[src/base64_stream_encoder_macros.svh]
// Assertion macros shared by the base64 stream encoder RTL.
`ifndef BASE64_STREAM_ENCODER_MACROS_SVH
`define BASE64_STREAM_ENCODER_MACROS_SVH

// Same-cycle implication, checked outside reset.
`define B64E_ASSERT_IMPLY(label, ante, cons, msg) \
    label: assert property (@(posedge aclk) disable iff (!aresetn) (ante) |-> (cons)) \
        else $error(msg);

// Next-cycle implication, checked outside reset.
`define B64E_ASSERT_NEXT(label, ante, cons, msg) \
    label: assert property (@(posedge aclk) disable iff (!aresetn) (ante) |=> (cons)) \
        else $error(msg);

`endif

[src/b64e_pkg.sv]
// Shared types, constants and the alphabet lookup for the base64 stream encoder.
package b64e_pkg;

    localparam int QDepth = 4;
    localparam int QAw    = $clog2(QDepth);
    localparam int QCw    = $clog2(QDepth + 1);

    localparam logic [7:0] PadChar = 8'h3D;

    // Group position of the byte being encoded
    typedef enum logic [1:0] {
        PH_FIRST  = 2'd0,
        PH_SECOND = 2'd1,
        PH_THIRD  = 2'd2
    } phase_t;

    // One encoded byte: up to two 6-bit codes, then '=' pads
    typedef struct packed {
        logic [1:0][5:0] code;      // code[0] goes out first
        logic            two_codes; // code[1] is used too
        logic [1:0]      pads;      // number of '=' after the codes
        logic            last;      // final item of the message
    } job_t;

    // Queue occupancy, seen by the top level
    typedef struct packed {
        logic [QCw-1:0] count;
        logic           full;
        logic           empty;
    } q_stat_t;

    // Standard alphabet: A-Z a-z 0-9 + /
    function automatic logic [7:0] enc_char(input logic [5:0] v);
        logic [7:0] w;
        logic [7:0] c;
        begin
            w = {2'b00, v};
            if (v < 6'd26) begin
                c = w + 8'd65;
            end else if (v < 6'd52) begin
                c = w + 8'd71;            // 'a' - 26
            end else if (v < 6'd62) begin
                c = w - 8'd4;             // '0' - 52
            end else if (v == 6'd62) begin
                c = 8'h2B;
            end else begin
                c = 8'h2F;
            end
            return c;
        end
    endfunction

endpackage

[src/b64e_front.sv]
// Front end: tracks the group position and turns each byte into a character job.
module b64e_front (
    input  logic          aclk,
    input  logic          aresetn,
    input  logic          push,        // byte accepted this cycle
    input  logic [7:0]    data_byte,
    input  logic          last_byte,
    output b64e_pkg::job_t job
);
    import b64e_pkg::*;

    phase_t     phase_reg, phase_next;
    logic [3:0] left_reg, left_next;

    // Classify the byte against the current group position
    always_comb begin
        job        = '0;
        job.last   = last_byte;
        phase_next = phase_reg;
        left_next  = left_reg;
        case (phase_reg)
            PH_SECOND: begin
                job.code[0] = {left_reg[1:0], data_byte[7:4]};
                if (last_byte) begin
                    job.code[1]   = {data_byte[3:0], 2'b00};
                    job.two_codes = 1'b1;
                    job.pads      = 2'd1;
                    phase_next    = PH_FIRST;
                    left_next     = 4'd0;
                end else begin
                    phase_next = PH_THIRD;
                    left_next  = data_byte[3:0];
                end
            end
            PH_THIRD: begin
                job.code[0]   = {left_reg, data_byte[7:6]};
                job.code[1]   = data_byte[5:0];
                job.two_codes = 1'b1;
                phase_next    = PH_FIRST;
                left_next     = 4'd0;
            end
            default: begin
                job.code[0] = data_byte[7:2];
                if (last_byte) begin
                    job.code[1]   = {data_byte[1:0], 4'b0000};
                    job.two_codes = 1'b1;
                    job.pads      = 2'd2;
                    phase_next    = PH_FIRST;
                    left_next     = 4'd0;
                end else begin
                    phase_next = PH_SECOND;
                    left_next  = {2'b00, data_byte[1:0]};
                end
            end
        endcase
    end

    // Group state advances only on an accepted byte
    always_ff @(posedge aclk) begin
        if (!aresetn) begin
            phase_reg <= PH_FIRST;
            left_reg  <= 4'd0;
        end else if (push) begin
            phase_reg <= phase_next;
            left_reg  <= left_next;
        end
    end

endmodule

[src/b64e_queue.sv]
// Short job queue between the front end and the character serializer.
module b64e_queue (
    input  logic              aclk,
    input  logic              aresetn,
    input  logic              push,
    input  b64e_pkg::job_t    push_job,
    input  logic              pop,
    output b64e_pkg::job_t    head_job,
    output b64e_pkg::q_stat_t stat
);
    import b64e_pkg::*;

    job_t           mem_reg [QDepth];
    logic [QAw-1:0] wr_ptr_reg, rd_ptr_reg;
    logic [QCw-1:0] count_reg;

    assign head_job   = mem_reg[rd_ptr_reg];
    assign stat.count = count_reg;
    assign stat.full  = (count_reg == QCw'(QDepth));
    assign stat.empty = (count_reg == '0);

    // Storage
    always_ff @(posedge aclk) begin
        if (push) begin
            mem_reg[wr_ptr_reg] <= push_job;
        end
    end

    // Pointers and fill count
    always_ff @(posedge aclk) begin
        if (!aresetn) begin
            wr_ptr_reg <= '0;
            rd_ptr_reg <= '0;
            count_reg  <= '0;
        end else begin
            if (push) begin
                wr_ptr_reg <= wr_ptr_reg + 1'b1;
            end
            if (pop) begin
                rd_ptr_reg <= rd_ptr_reg + 1'b1;
            end
            if (push && !pop) begin
                count_reg <= count_reg + 1'b1;
            end else if (pop && !push) begin
                count_reg <= count_reg - 1'b1;
            end
        end
    end

endmodule

[src/b64e_back.sv]
// Back end: head job to output register, one character per cycle unless stalled.
module b64e_back (
    input  logic           aclk,
    input  logic           aresetn,
    input  logic           head_valid,
    input  b64e_pkg::job_t head_job,
    output logic           pop,
    output logic           m_tvalid,
    input  logic           m_tready,
    output logic [7:0]     m_tdata,
    output logic           m_tlast
);
    import b64e_pkg::*;

    logic [1:0] pos_reg, pos_next;
    logic       valid_reg, valid_next;
    logic [7:0] char_reg, char_next;
    logic       last_reg, last_next;
    logic [1:0] end_pos;
    logic       emit;
    logic       is_code;

    assign m_tvalid = valid_reg;
    assign m_tdata  = char_reg;
    assign m_tlast  = last_reg;

    // Index of the final character of the head job
    assign end_pos = {1'b0, head_job.two_codes} + head_job.pads;
    assign emit    = head_valid && (!valid_reg || m_tready);
    assign pop     = emit && (pos_reg == end_pos);
    assign is_code = (pos_reg == 2'd0) || ((pos_reg == 2'd1) && head_job.two_codes);

    // Next character and output register load
    always_comb begin
        pos_next   = pos_reg;
        valid_next = valid_reg;
        char_next  = char_reg;
        last_next  = last_reg;
        if (emit) begin
            valid_next = 1'b1;
            char_next  = is_code ? enc_char(head_job.code[pos_reg[0]]) : PadChar;
            last_next  = head_job.last && (pos_reg == end_pos);
            pos_next   = (pos_reg == end_pos) ? 2'd0 : pos_reg + 2'd1;
        end else if (m_tready) begin
            valid_next = 1'b0;
        end
    end

    always_ff @(posedge aclk) begin
        if (!aresetn) begin
            pos_reg   <= 2'd0;
            valid_reg <= 1'b0;
        end else begin
            pos_reg   <= pos_next;
            valid_reg <= valid_next;
        end
    end

    always_ff @(posedge aclk) begin
        char_reg <= char_next;
        last_reg <= last_next;
    end

endmodule

[src/base64_stream_encoder.sv]
// Top level: base64 encoder, one input byte per item, one ASCII character per result item.
// Each byte's job is queued before its first character loads the output register.
// The output register sends one character per cycle while the receiver is ready, so a byte
// yields 1 to 4 characters (two for the third byte of a group, about 4/3 on average).
// A 4-entry job queue lets input run ahead of the output during short stalls.
// Reset (aresetn low, synchronous) empties the queue and starts a new group.
module base64_stream_encoder (
    input  logic       aclk,
    input  logic       aresetn,
    input  logic       s_tvalid,
    output logic       s_tready,
    input  logic [7:0] s_tdata,   // [7:0] data_byte
    input  logic       s_tlast,   // last_byte
    output logic       m_tvalid,
    input  logic       m_tready,
    output logic [7:0] m_tdata,   // [7:0] out_char
    output logic       m_tlast    // last_char
);
    import b64e_pkg::*;

`include "base64_stream_encoder_macros.svh"

    job_t    front_job;
    job_t    head_job;
    q_stat_t q_stat;
    logic    push;
    logic    pop;

    assign s_tready = !q_stat.full;
    assign push     = s_tvalid && s_tready;

    b64e_front u_front (
        .aclk      (aclk),
        .aresetn   (aresetn),
        .push      (push),
        .data_byte (s_tdata),
        .last_byte (s_tlast),
        .job       (front_job)
    );

    b64e_queue u_queue (
        .aclk     (aclk),
        .aresetn  (aresetn),
        .push     (push),
        .push_job (front_job),
        .pop      (pop),
        .head_job (head_job),
        .stat     (q_stat)
    );

    b64e_back u_back (
        .aclk       (aclk),
        .aresetn    (aresetn),
        .head_valid (!q_stat.empty),
        .head_job   (head_job),
        .pop        (pop),
        .m_tvalid   (m_tvalid),
        .m_tready   (m_tready),
        .m_tdata    (m_tdata),
        .m_tlast    (m_tlast)
    );

    // Pending jobs always keep the output register loaded
    `B64E_ASSERT_NEXT(a_pending_drives_out, !q_stat.empty, m_tvalid, "queued job but no output")
    // Fill count stays within the queue depth
    `B64E_ASSERT_IMPLY(a_count_in_range, 1'b1, q_stat.count <= QCw'(QDepth), "queue count overflow")
    // A job is only retired while the queue holds one
    `B64E_ASSERT_IMPLY(a_pop_not_empty, pop, !q_stat.empty, "pop from empty queue")

endmodule

[config.mk]
export PLATFORM = sky130hd
export DESIGN_NAME = base64_stream_encoder
export DESIGN_NICKNAME = d
export VERILOG_FILES = /design/src/b64e_pkg.sv /design/src/b64e_front.sv /design/src/b64e_queue.sv /design/src/b64e_back.sv /design/src/base64_stream_encoder.sv
export VERILOG_INCLUDE_DIRS = /design/src /design/src/src
export SDC_FILE = /design/constraint.sdc
export NUM_CORES = 1
export LEC_CHECK = 0
export CORE_MARGIN = 2
export CORE_UTILIZATION = 55
export DETAILED_ROUTE_END_ITERATION = 8
export DONT_BUFFER_PORTS = 1
export GPL_TIMING_DRIVEN = 0
export PLACE_DENSITY_LB_ADDON = 0.3
export SLEW_MARGIN = 20
export SYNTH_ARGS = -nofsm -noshare
export SYNTH_HDL_FRONTEND = slang
export SYNTH_SLANG_ARGS = --single-unit
[constraint.sdc]
create_clock -name aclk -period 3.9 [get_ports aclk]
set_input_delay 0 -clock aclk [delete_from_list [all_inputs] [get_ports aclk]]
set_output_delay 0 -clock aclk [all_outputs]
set_load 0.02 [all_outputs]
## Word-level counts from Yosys, hierarchy flattened

Memories as Yosys holds them, arrays and structs flattened. A register that Yosys moved wholly into a read port is not among the register bits.
Index checks and enable logic that the tools add are counted.

- Bits in registers: 25
- Output and inout port bits: 11
- Bits of input ports: 13
- Logic and storage cells: 74
- RAM bits: 64
- Memories: 1

- Reductions and logical operators: 18
- $add $sub $neg: 9
- Equality and inequality tests: 6
- $lt $le $gt $ge: 4
- Multiplexer cells: 27

Memory list:

| name | depth | width | read ports | clocked after memory_dff | write ports | RTL line | source |
|---|---|---|---|---|---|---|---|
| u_queue.mem_reg | 4 | 16 | 1 | 1 | 1 | b64e_queue.sv:13 | `job_t mem_reg [QDepth];` |

Operators by type and width:

| kind | number |
|---|---|
| case mux 13 bit (2 select lines) | 1 |
| 2-to-1 mux 6 bit | 4 |
| 2-to-1 mux 8 bit | 3 |
| adder 6 x 7 -> 8 bit, second input constant | 2 |
| 2-to-1 mux 3 bit | 5 |
| less-than comparator 6 bit, second input constant | 2 |
| 2-to-1 mux 2 bit | 5 |
| case mux 2 bit (2 select lines) | 2 |
| case mux 4 bit (2 select lines) | 1 |
| logical AND 1 bit | 7 |
| subtractor 6 x 3 -> 7 bit, second input constant | 1 |
| adder 2 x 1 -> 2 bit, second input constant | 3 |
| == test 6 bit, second input constant | 1 |
| less-than comparator 6 x 5 -> 1 bit, second input constant | 1 |
| logical NOT 1 bit | 5 |
| 2-to-1 mux 1 bit | 5 |
| == test 2 x 1 -> 1 bit, second input constant | 2 |
| 2-to-1 mux 4 bit | 1 |
| nonzero test 2 bit | 2 |
| adder 3 x 1 -> 3 bit, second input constant | 1 |
| == test 3 bit, second input constant | 1 |
| logical NOT 3 bit | 1 |
| subtractor 3 x 1 -> 3 bit, second input constant | 1 |
| adder 1 x 2 -> 2 bit | 1 |
| 5 further kinds | 6 |

## Depth between registers and ports, before layout

Gate-level depths: netlist of the first run.

- Word-level depth: 7
- Mapped depth: 14
- Depth with buffers taken out: 12

## Hierarchy

From an unflattened synthesis of the first run, not the netlist that was laid out.

- Cells, all modules: 308
- Area total of the unflattened synthesis: 4406.7 µm²

By module, submodules not included:

| module | times used | area each (µm²) | seq. area each (µm²) | cells an instance |
|---|---|---|---|---|
| b64e_queue | 1 | 2791.4 | 2102.0 | 127 |
| b64e_back | 1 | 1039.7 | 330.3 | 108 |
| b64e_front | 1 | 561.8 | 120.1 | 70 |
| base64_stream_encoder | 1 | 13.8 | 0.0 | 3 |

## Worst setup path before layout of the first run

OpenSTA, ideal clock, no wires.

- Kind: flip-flop to flip-flop
- Start: reg (tool-made name)
- End: reg u_queue.count_reg[2]
- Data required time: 3.824 ns
- Setup slack: 0.733 ns
- Stages on the path, launching flop included: 15
- Period minus slack after synthesis: 3.167 ns
- Library setup time: 0.076 ns
- Data arrival time: 3.091 ns
- Path buffers: 2
- Cell sequence: dfxtp_1 -> buf_6 -> buf_12 -> mux4_1 -> ha_1 -> xnor2_1 -> xnor2_1 -> nor2_1 -> nand2_1 -> ha_1 -> inv_1 -> fa_1 -> xor2_1 -> or3_1 -> a21boi_0

RTL lines:

| what | RTL line | source |
|---|---|---|
| end signal: assignment | b64e_queue.sv:43 | `count_reg <= count_reg + 1'b1;` |
| end signal: assignment | b64e_queue.sv:45 | `count_reg <= count_reg - 1'b1;` |
| end: declaration | b64e_queue.sv:15 | `logic [QCw-1:0] count_reg;` |

==> results of run 1 <==
-- timing repair --
action	4_1_cts	5_1_grt
setup buffers	0	0
endpoints found under the setup margin	0	0
hold buffers	8	0
endpoints found under the hold margin	41	0
-- cell usage after synthesis (3+ instances only) --
master	count	area (um2)
a21boi_0	9	67.6
xnor2_1	10	87.6
o21ai_1	3	15.0
a22oi_1	11	82.6
nand2_1	23	86.3
a21oi_1	4	20.0
inv_1	13	48.8
nor3_1	4	20.0
nor2_1	11	41.3
and2_1	9	56.3
nand3_1	9	45.0
and3_1	4	25.0
o21ai_0	13	65.1
nor2b_1	3	18.8
dfxtp_1	18	360
mux2i_1	3	30.0
o211ai_1	4	30.0
mux2i_4	4	90.1
clkbuf_1	6	22.5
ha_1	16	200
nor3b_1	3	22.5
edfxtp_1	73	2190
mux4_2	15	338
-- routing by layer --
| metal | vias to the layer above | track usage [%] | wire length, um |
|---|---|---|---|
| met2 | 64 | 32.5 | 3770 |
| met5 | - | 0 | 0 |
| met3 | 11 | 5.09 | 403 |
| li1 | 1170 | - | - |
| met1 | 1209 | 26.5 | 3440 |
| met4 | 0 | 7.09 | 113 |
-- worst reg2reg max path: cells and delay by family, from the launching register on --
family / cells / cell delay, ps
XOR/XNOR: 3 / 520
flip-flops: 1 / 340
buffers and inverters: 3 / 380
AO/OA/AOI/OAI: 1 / 170
AND/OR/NAND/NOR: 3 / 570
multiplexers: 1 / 640
adder cells (fa/ha/maj): 3 / 840
-- logic make-up after synthesis --
family	count (synthesis)	synth area share, %
AOI/OAI and AO/OA	55	9.03
xor gates and xnor gates	12	2.46
adders and majority gates	17	5.16
buffers and inverters	26	2.93
DFF	91	59.8
muxes	24	11.7
and+or+nand+nor	74	8.89
-- report_power, final --
group	switching (mW)	total [mW]	internal, mW
sequential	0.136	1.43	1.29
combinational	0.831	1.48	0.654
clock	0.337	0.701	0.364
-- layout make-up --
class | count | area, um2
clock inverter | 7 | 97.6
sequential | 91 | 2550
multi-input combinational | 182 | 1590
inverter | 16 | 61.3
timing repair buffer | 8 | 80.1
buffer | 10 | 63.8
fill | 566 | 2910
tap | 102 | 128
clock buffer | 9 | 124
-- worst min-delay path by stage --
stage,start,to,cells past startpoint
floorplan,s_tlast,u_queue.mem_reg[0][0]$_DFFE_PP_,0
global placement,s_tlast,u_queue.mem_reg[2][0]$_DFFE_PP_,0
detailed placement,s_tlast,u_queue.mem_reg[3][0]$_DFFE_PP_,0
CTS,s_tdata[4],u_queue.mem_reg[2][6]$_DFFE_PP_,2
global route,s_tdata[4],u_queue.mem_reg[0][6]$_DFFE_PP_,2
finish,s_tdata[4],u_queue.mem_reg[2][6]$_DFFE_PP_,2
-- metrics by stage --
step / setup slack (ps) / hold slack (ps) / std cells
final: 388 / 10.3 / 425
after global routing: 132 / 17.9 / 425
after CTS: 384 / 7.30 / 425
after detailed placement: 410 / 100 / 401
after global placement: 444 / 100 / 401
after floorplan: 733 / 98.9 / 299
==> flow_metrics.tcl, run 1 <==
set metrics [dict create \
    crit_slowest_cell "mux4_1" \
    timing.rr.end "u_queue.count_reg[2]$_SDFFE_PN0P_" \
    finalNetCount 348 \
    drc_errors 0 \
    syn_avg_cell_area_um2 14.3 \
    yosys_most_used_dff "edfxtp_1" \
    mostFrequentLayoutCells "edfxtp_1, nand2_1, dfxtp_1" \
    critical_path_required_ps 4180 \
    cts-resized-gates 0 \
    syn_inst 299 \
    wl_per_cell_um 18.2 \
    drive_gt1_share_pct 14.9 \
    layout_commonest_cell "edfxtp_1" \
    grt_setup_unrepaired "false" \
    core-area_um2 7610 \
    crit_fanout 10 \
    antenna_found_initial 0 \
    htree_levels 3 \
    largest_reg_flops 64 \
    slew_headroom_pct 40.9 \
    routed_wl_mm 7.73 \
    start_util_pct 56.1 \
    vias_per_cell 5.77 \
    yosysSeqAreaShare_pct 59.8 \
    fin_crit_ps 3510 \
    vdd_drop_max_v 0.000310 \
    ys_ff_latch 91 \
    worstMarginPinSlew_ps 886 \
    netlist_area_um2 4270 \
    first_iter_violations 155 \
    cp_slowest_stage_delay_ps 640 \
    grt_max_degree 17 \
    cellPowerDensity_nw_per_um2 769 \
    ctsRootBufferMaster "clkbuf_8" \
    reg2reg_depth 14 \
    gp_congestion 0.855 \
    setup_viol 0 \
    crit_path_end "u_queue.count_reg[2]$_SDFFE_PN0P_" \
    cts-buffers-inserted 9 \
    crit_chain "buf_6 -> buf_12 -> mux4_1 -> ha_1 -> xnor2_1 -> xnor2_1 -> nor2_1 -> nand2_1 -> ha_1 -> inv_1 -> fa_1 -> xor2_1 -> or3_1 -> a21boi_0" \
    cpLargestDelayFamily "adder cells" \
    clock.fmax_mhz 285 \
    path_clk_slew_ps 90 \
    finalCoreUtilization_pct 61.8 \
    placedInstanceArea_um2 4400 \
    num_io_pins 24 \
    overflow 0 \
    areaGrowthSynthToFinish_pct 10.1 \
    io_buffers 0 \
    finalHoldViolCount 0 \
    design.die.area_um2 8480 \
    antennaDiodeCount 0 \
    cts_max_path_buffers 2 \
    arrival_ps 3790 \
    grt_use_total_pct 20.0 \
    clock-sinks 91 \
    grt_pass1_vias 2452 \
    fin_setup_tns_ps 0 \
    worst-path-buf-inv 3 \
    critPathLaunchType "register" \
    synth_edf_count 73 \
    die_y_um 92.1 \
    rrSetupSlack_ps 390 \
    dr.pass1.iters 4 \
    num_rows 32 \
    period_share_pct 90.1 \
    synth_cell_types 49 \
    ys_warn_count 0 \
    ant_nets 0 \
    clk_latency_ps 350 \
    async_flop_share_pct 0 \
    grt_pass1_wl_mm 12.6 \
    die_w_um 92.1 \
    hold_path.class "input pin to register" \
    final_area_um2 4700 \
    leakagePower_nw 1.58 \
    crit_type "register to register" \
    outcome "finished clean" \
    hpwl_mm 5.20 \
    fin_skew_ps 10.0 \
    drv_slew 0 \
    num_vias 2454 \
    cts_tree "built" \
    cap_violations 0 \
    syn-num-nets 329 \
    path_depth 14 \
    worst_setup_path_end_kind "register" \
    power.total_mw 3.61 \
]
No activity file was read; power rests on OpenSTA's default activity.
==> run 2: changes to the inputs <==
REMOVE_ABC_BUFFERS = 1   (was unset)
==> run 2 against run 1 <==
Compared with the run above: largest cell class unchanged; clock-buffer cell count rose by 1; final cell count shrank 1.9%; clock power is 10% lower; die area is the same; sequential share of layout area increased by 0.89 points; critical endpoint unchanged; critical path depth down 2; wire length decreased by 2.5%; worst setup slack worse by 24 ps; largest power group is now registers.
==> flow_metrics.tcl, run 2 (synthesized netlist as in run 1, its figures left out) <==
set metrics [dict create \
    fill_cells 594 \
    mostFrequentLayoutCells "edfxtp_1, nand2_1, dfxtp_1" \
    period_share_pct 90.7 \
    htree_levels 3 \
    num_rows 32 \
    grt_use_total_pct 19.8 \
    die_w_um 92.1 \
    drive_gt1_share_pct 14.0 \
    finalHoldViolCount 0 \
    clk_latency_ps 360 \
    ant_nets 0 \
    drc_errors 0 \
    overflow 0 \
    hpwl_mm 4.97 \
    clock.fmax_mhz 283 \
    antennaDiodeCount 0 \
    multiInputGateArea_um2 1590 \
    routed_wl_mm 7.53 \
    arrival_ps 3830 \
    wl_per_cell_um 18.1 \
    worst_setup_path_end_kind "register" \
    crit_chain "mux4_1 -> ha_1 -> xnor2_1 -> xnor2_1 -> nor2_1 -> nand2_1 -> ha_1 -> inv_1 -> fa_1 -> xor2_1 -> or3_1 -> a21boi_0" \
    placedInstanceArea_um2 4330 \
    worst-path-buf-inv 1 \
    gp_congestion 0.877 \
    areaGrowthSynthToFinish_pct 8.53 \
    antenna_found_initial 0 \
    fin_skew_ps 8.40 \
    start_util_pct 56.1 \
    cts_tree "built" \
    cts_max_path_buffers 2 \
    ctsRootBufferMaster "clkbuf_8" \
    clock-sinks 91 \
    cpLargestDelayFamily "flip-flops" \
    first_iter_violations 180 \
    grt_setup_unrepaired "false" \
    vdd_drop_max_v 0.000311 \
    worstMarginPinSlew_ps 865 \
    finalCoreUtilization_pct 60.9 \
    crit_type "register to register" \
    die_y_um 92.1 \
    critPathLaunchType "register" \
    final_cells 417 \
    cts_post_setup_buffers_inserted 0 \
    cellPowerDensity_nw_per_um2 756 \
    critical_path_required_ps 4200 \
    cts-buffers-inserted 9 \
    vias_per_cell 5.83 \
    num_vias 2430 \
    finalNetCount 340 \
    hold_start "s_tdata[3]" \
    core-area_um2 7610 \
    hold_path.class "input pin to register" \
    grt_max_degree 26 \
    slew_headroom_pct 42.3 \
    design.die.area_um2 8480 \
    leakagePower_nw 1.53 \
    crit_fanout 16 \
    layout_commonest_cell "edfxtp_1" \
    timing.hold.ws_ps 9.89 \
    dr.pass1.iters 4 \
    outcome "finished clean" \
    cp_slowest_stage_delay_ps 850 \
    drv_slew 0 \
    fin_crit_ps 3540 \
    path_clk_slew_ps 90 \
    register_area_um2 2560 \
    io_buffers 0 \
    crit_slowest_cell "dfxtp_1" \
    dpl.cell_count 391 \
    grt_pass1_vias 2474 \
    cap_violations 0 \
    grt_pass1_wl_mm 12.5 \
    final_area_um2 4630 \
    largest_reg_flops 64 \
    setup_viol 0 \
    num_io_pins 24 \
]
==> run 2: cell count changes in the layout (fill, tap and decap cells not counted) <==
cell | previous run | this run
clkbuf_1 | 6 | 1
buf_2 | 2 | 0
clkinv_4 | 1 | 0
inv_6 | 2 | 1
dlygate4sd3_1 | 8 | 10
bufinv_16 | 2 | 1
buf_6 | 1 | 0
dfxtp_4 | 0 | 1
buf_12 | 1 | 0
clkinvlp_4 | 1 | 3
dfxtp_1 | 18 | 17
==> run 2: worst reg2reg max path, cell delays in order, from the launching register on <==
cell and delay (ps):
dfxtp_1 850, mux4_1 490, ha_1 250, xnor2_1 130, xnor2_1 210, nor2_1 120, nand2_1 150, ha_1 200
inv_1 60, fa_1 370, xor2_1 180, or3_1 300, a21boi_0 150
==> run 2: layout make-up <==
cell class	instances	area share [%]
Clock buffer	10	2.76
Tap cell	102	2.76
Clock inverter	6	1.41
Multi-Input combinational cell	182	34.4
Inverter	16	1.32
Sequential cell	91	55.2
Timing Repair Buffer	10	2.16
==> run 2: what timing repair did <==
| item | in CTS | in global routing |
|---|---|---|
| hold buffers | 10 | 0 |
| resized for setup | 1 | 1 |
| hold endpoints to repair | 50 | 0 |
| pin swaps | 0 | 0 |
| endpoints found under the setup margin | 1 | 1 |
==> run 2: worst paths after layout <==
kind | end | depth (start not counted) | slack, ps
worst min register to register | u_front.left_reg[3]$_SDFFE_PN0P_ | 2 | 470
worst min-delay path | u_queue.mem_reg[0][5]$_DFFE_PP_ | 2 | 10
worst max-delay path | u_queue.count_reg[2]$_SDFFE_PN0P_ | 12 | 360
worst max register to register | u_queue.count_reg[2]$_SDFFE_PN0P_ | 12 | 360
==> run 2: layer usage <==
layer | vias up | share of wire (%) | global-route usage, %
met2 | 49 | 51 | 33.6
met5 | - | 0 | 0
met4 | 0 | 1.8 | 7.34
met3 | 10 | 3.6 | 5.42
li1 | 1155 | - | -
met1 | 1216 | 44 | 24.2
==> run 2: stage by stage <==
stage | setup TNS (ps) | power, mW | setup slack, ps
3_3_place_gp | -84.8 | 2.84 | -84.8
6_report | 0 | 3.50 | 363
4_1_cts | 0 | 3.52 | 219
5_1_grt | 0 | 3.73 | 132
2_1_floorplan | 0 | 2.59 | 374
3_5_place_dp | -145 | 2.88 | -145
==> run 2: power by group <==
| part | leakage [nW] | switching, mW | internal [mW] |
|---|---|---|---|
| Combinational | 0.618 | 0.766 | 0.619 |
| Clock | 0.0866 | 0.335 | 0.296 |
| Sequential | 0.827 | 0.187 | 1.30 |
==> run 3: changes to the inputs <==
CORE_MARGIN = 5   (was 2)
==> run 3 against run 2 <==
Compared with the run above: non-clock buffer count fell by 3; die area rose by 13%; design area fell by 1.3%; clock skew fell by 0.70 ps; sequential cell count did not move; core utilization fell by 1.1 points; critical path depth did not move; critical path type unchanged; critical endpoint unchanged; highest routed layer unchanged.
==> flow_metrics.tcl, run 3 (synthesized netlist as in run 1, its figures left out) <==
set metrics [dict create \
    gp_congestion 0.879 \
    grt_setup_unrepaired "false" \
    slew_headroom_pct 44.8 \
    worst_setup_path_end_kind "register" \
    vias_per_cell 5.73 \
    cts_tree "built" \
    crit_slowest_cell "dfxtp_1" \
    grt_pass1_wl_mm 11.9 \
    antenna_found_initial 0 \
    antennaDiodeCount 0 \
    overflow 0 \
    rrSetupSlack_ps 390 \
    hold_path_depth 2 \
    start_util_pct 55.8 \
    clock.fmax_mhz 285 \
    wl_per_cell_um 17.1 \
    finalNetCount 337 \
    fin_skew_ps 7.70 \
    fin_setup_tns_ps 0 \
    clock-sinks 91 \
    path_clk_slew_ps 80 \
    clk_latency_ps 350 \
    leakagePower_nw 1.51 \
    period_share_pct 90.0 \
    num_vias 2374 \
    num_io_pins 24 \
    grt_max_degree 26 \
    core-area_um2 7650 \
    setup_viol 0 \
    finalHoldViolCount 0 \
    die_y_um 98.1 \
    routed_wl_mm 7.07 \
    reg2reg_depth 12 \
    design.die.area_um2 9620 \
    timing.hold.ws_ps 6.39 \
    vdd_drop_max_v 0.000232 \
    final_area_um2 4570 \
    first_iter_violations 146 \
    fin_crit_ps 3510 \
    largest_reg_flops 64 \
    pre_cts_ws_ps -141 \
    num_rows 32 \
    hpwl_mm 4.94 \
    ctsRootBufferMaster "clkbuf_8" \
    cts_max_path_buffers 2 \
    cp_slowest_stage_delay_ps 820 \
    die_w_um 98.1 \
    grt_use_total_pct 16.0 \
    cap_violations 0 \
    layout_commonest_cell "edfxtp_1" \
    crit_type "register to register" \
    htree_levels 3 \
    mostFrequentLayoutCells "edfxtp_1, nand2_1, dfxtp_1" \
    placedInstanceArea_um2 4330 \
    worstMarginPinSlew_ps 828 \
    cts_post_setup_buffers_inserted 0 \
    outcome "finished clean" \
    crit_chain "mux4_1 -> ha_1 -> xnor2_1 -> xnor2_1 -> nor2_1 -> nand2_1 -> ha_1 -> inv_1 -> fa_1 -> xor2_1 -> or3_1 -> a21boi_0" \
    timing.rr.end "u_queue.count_reg[2]$_SDFFE_PN0P_" \
    drive_gt1_share_pct 13.8 \
    power.total_mw 3.38 \
    layout_setup_ws_ps 392 \
    drv_slew 0 \
    crit_path_end "u_queue.count_reg[2]$_SDFFE_PN0P_" \
    io_buffers 0 \
    crit_fanout 16 \
    critical_path_required_ps 4170 \
    cts-buffers-inserted 9 \
    grt_pass1_vias 2374 \
    drc_errors 0 \
    cellPowerDensity_nw_per_um2 740 \
    areaGrowthSynthToFinish_pct 7.10 \
    hold_path.class "input pin to register" \
    dr.pass1.iters 5 \
    critPathLaunchType "register" \
    ant_nets 0 \
    arrival_ps 3780 \
]
==> run 3: stage by stage <==
step | util [%] | std cells
after CTS | 59.7 | 414
after floorplan | - | 289
after global routing | 59.8 | 414
final | 59.8 | 414
after global placement | 56.6 | 391
after detailed placement | 56.7 | 391
==> run 3: what timing repair did <==
item                                   4_1_cts  5_1_grt
setup endpoints to repair                    1        1
hold buffers                                 7        0
resized for setup                            1        1
endpoints found under the hold margin       47        0
==> run 3: layout make-up <==
| class | count | area [um2] |
|---|---|---|
| clock inverter | 5 | 30.0 |
| inverter | 16 | 61.3 |
| timing repair buffer | 7 | 70.1 |
| multi-input combinational | 182 | 1590 |
| fill | 569 | 3080 |
| clock buffer | 11 | 131 |
| sequential | 91 | 2560 |
| tap | 102 | 128 |
==> run 3: how the worst min path moves through the flow <==
stage | from | to | slack (ps)
final | s_tdata[4] | u_queue.mem_reg[3][6]$_DFFE_PP_ | 6
after global routing | s_tlast | u_queue.mem_reg[0][1]$_DFFE_PP_ | 10
after CTS | s_tdata[1] | u_queue.mem_reg[1][15]$_DFFE_PP_ | 10
after detailed placement | s_tlast | u_queue.mem_reg[1][0]$_DFFE_PP_ | 100
after global placement | s_tlast | u_queue.mem_reg[2][0]$_DFFE_PP_ | 100
after floorplan | s_tlast | u_queue.mem_reg[0][0]$_DFFE_PP_ | 100
==> run 3: critical path, delay by kind of cell, from the launching register on <==
family          cells  cell delay [ps]
fa+ha+maj           3              830
flops               1              820
simple gates        3              560
xor+xnor            3              500
mux                 1              490
compound gates      1              170
buf+inv             1               60
==> run 3: per-layer routing <==
layer,global-route usage [%],wire length (um),vias up
li1,-,-,1146
met5,0,0,-
met1,20.5,3080,1165
met2,26.2,3510,58
met4,4.47,61,0
met3,5.14,413,5
==> run 3: where the power goes <==
group          switching (mW)  internal, mW  leakage (nW)
Sequential              0.187          1.30         0.827
Clock                   0.308         0.229        0.0807
Combinational           0.745         0.619         0.606
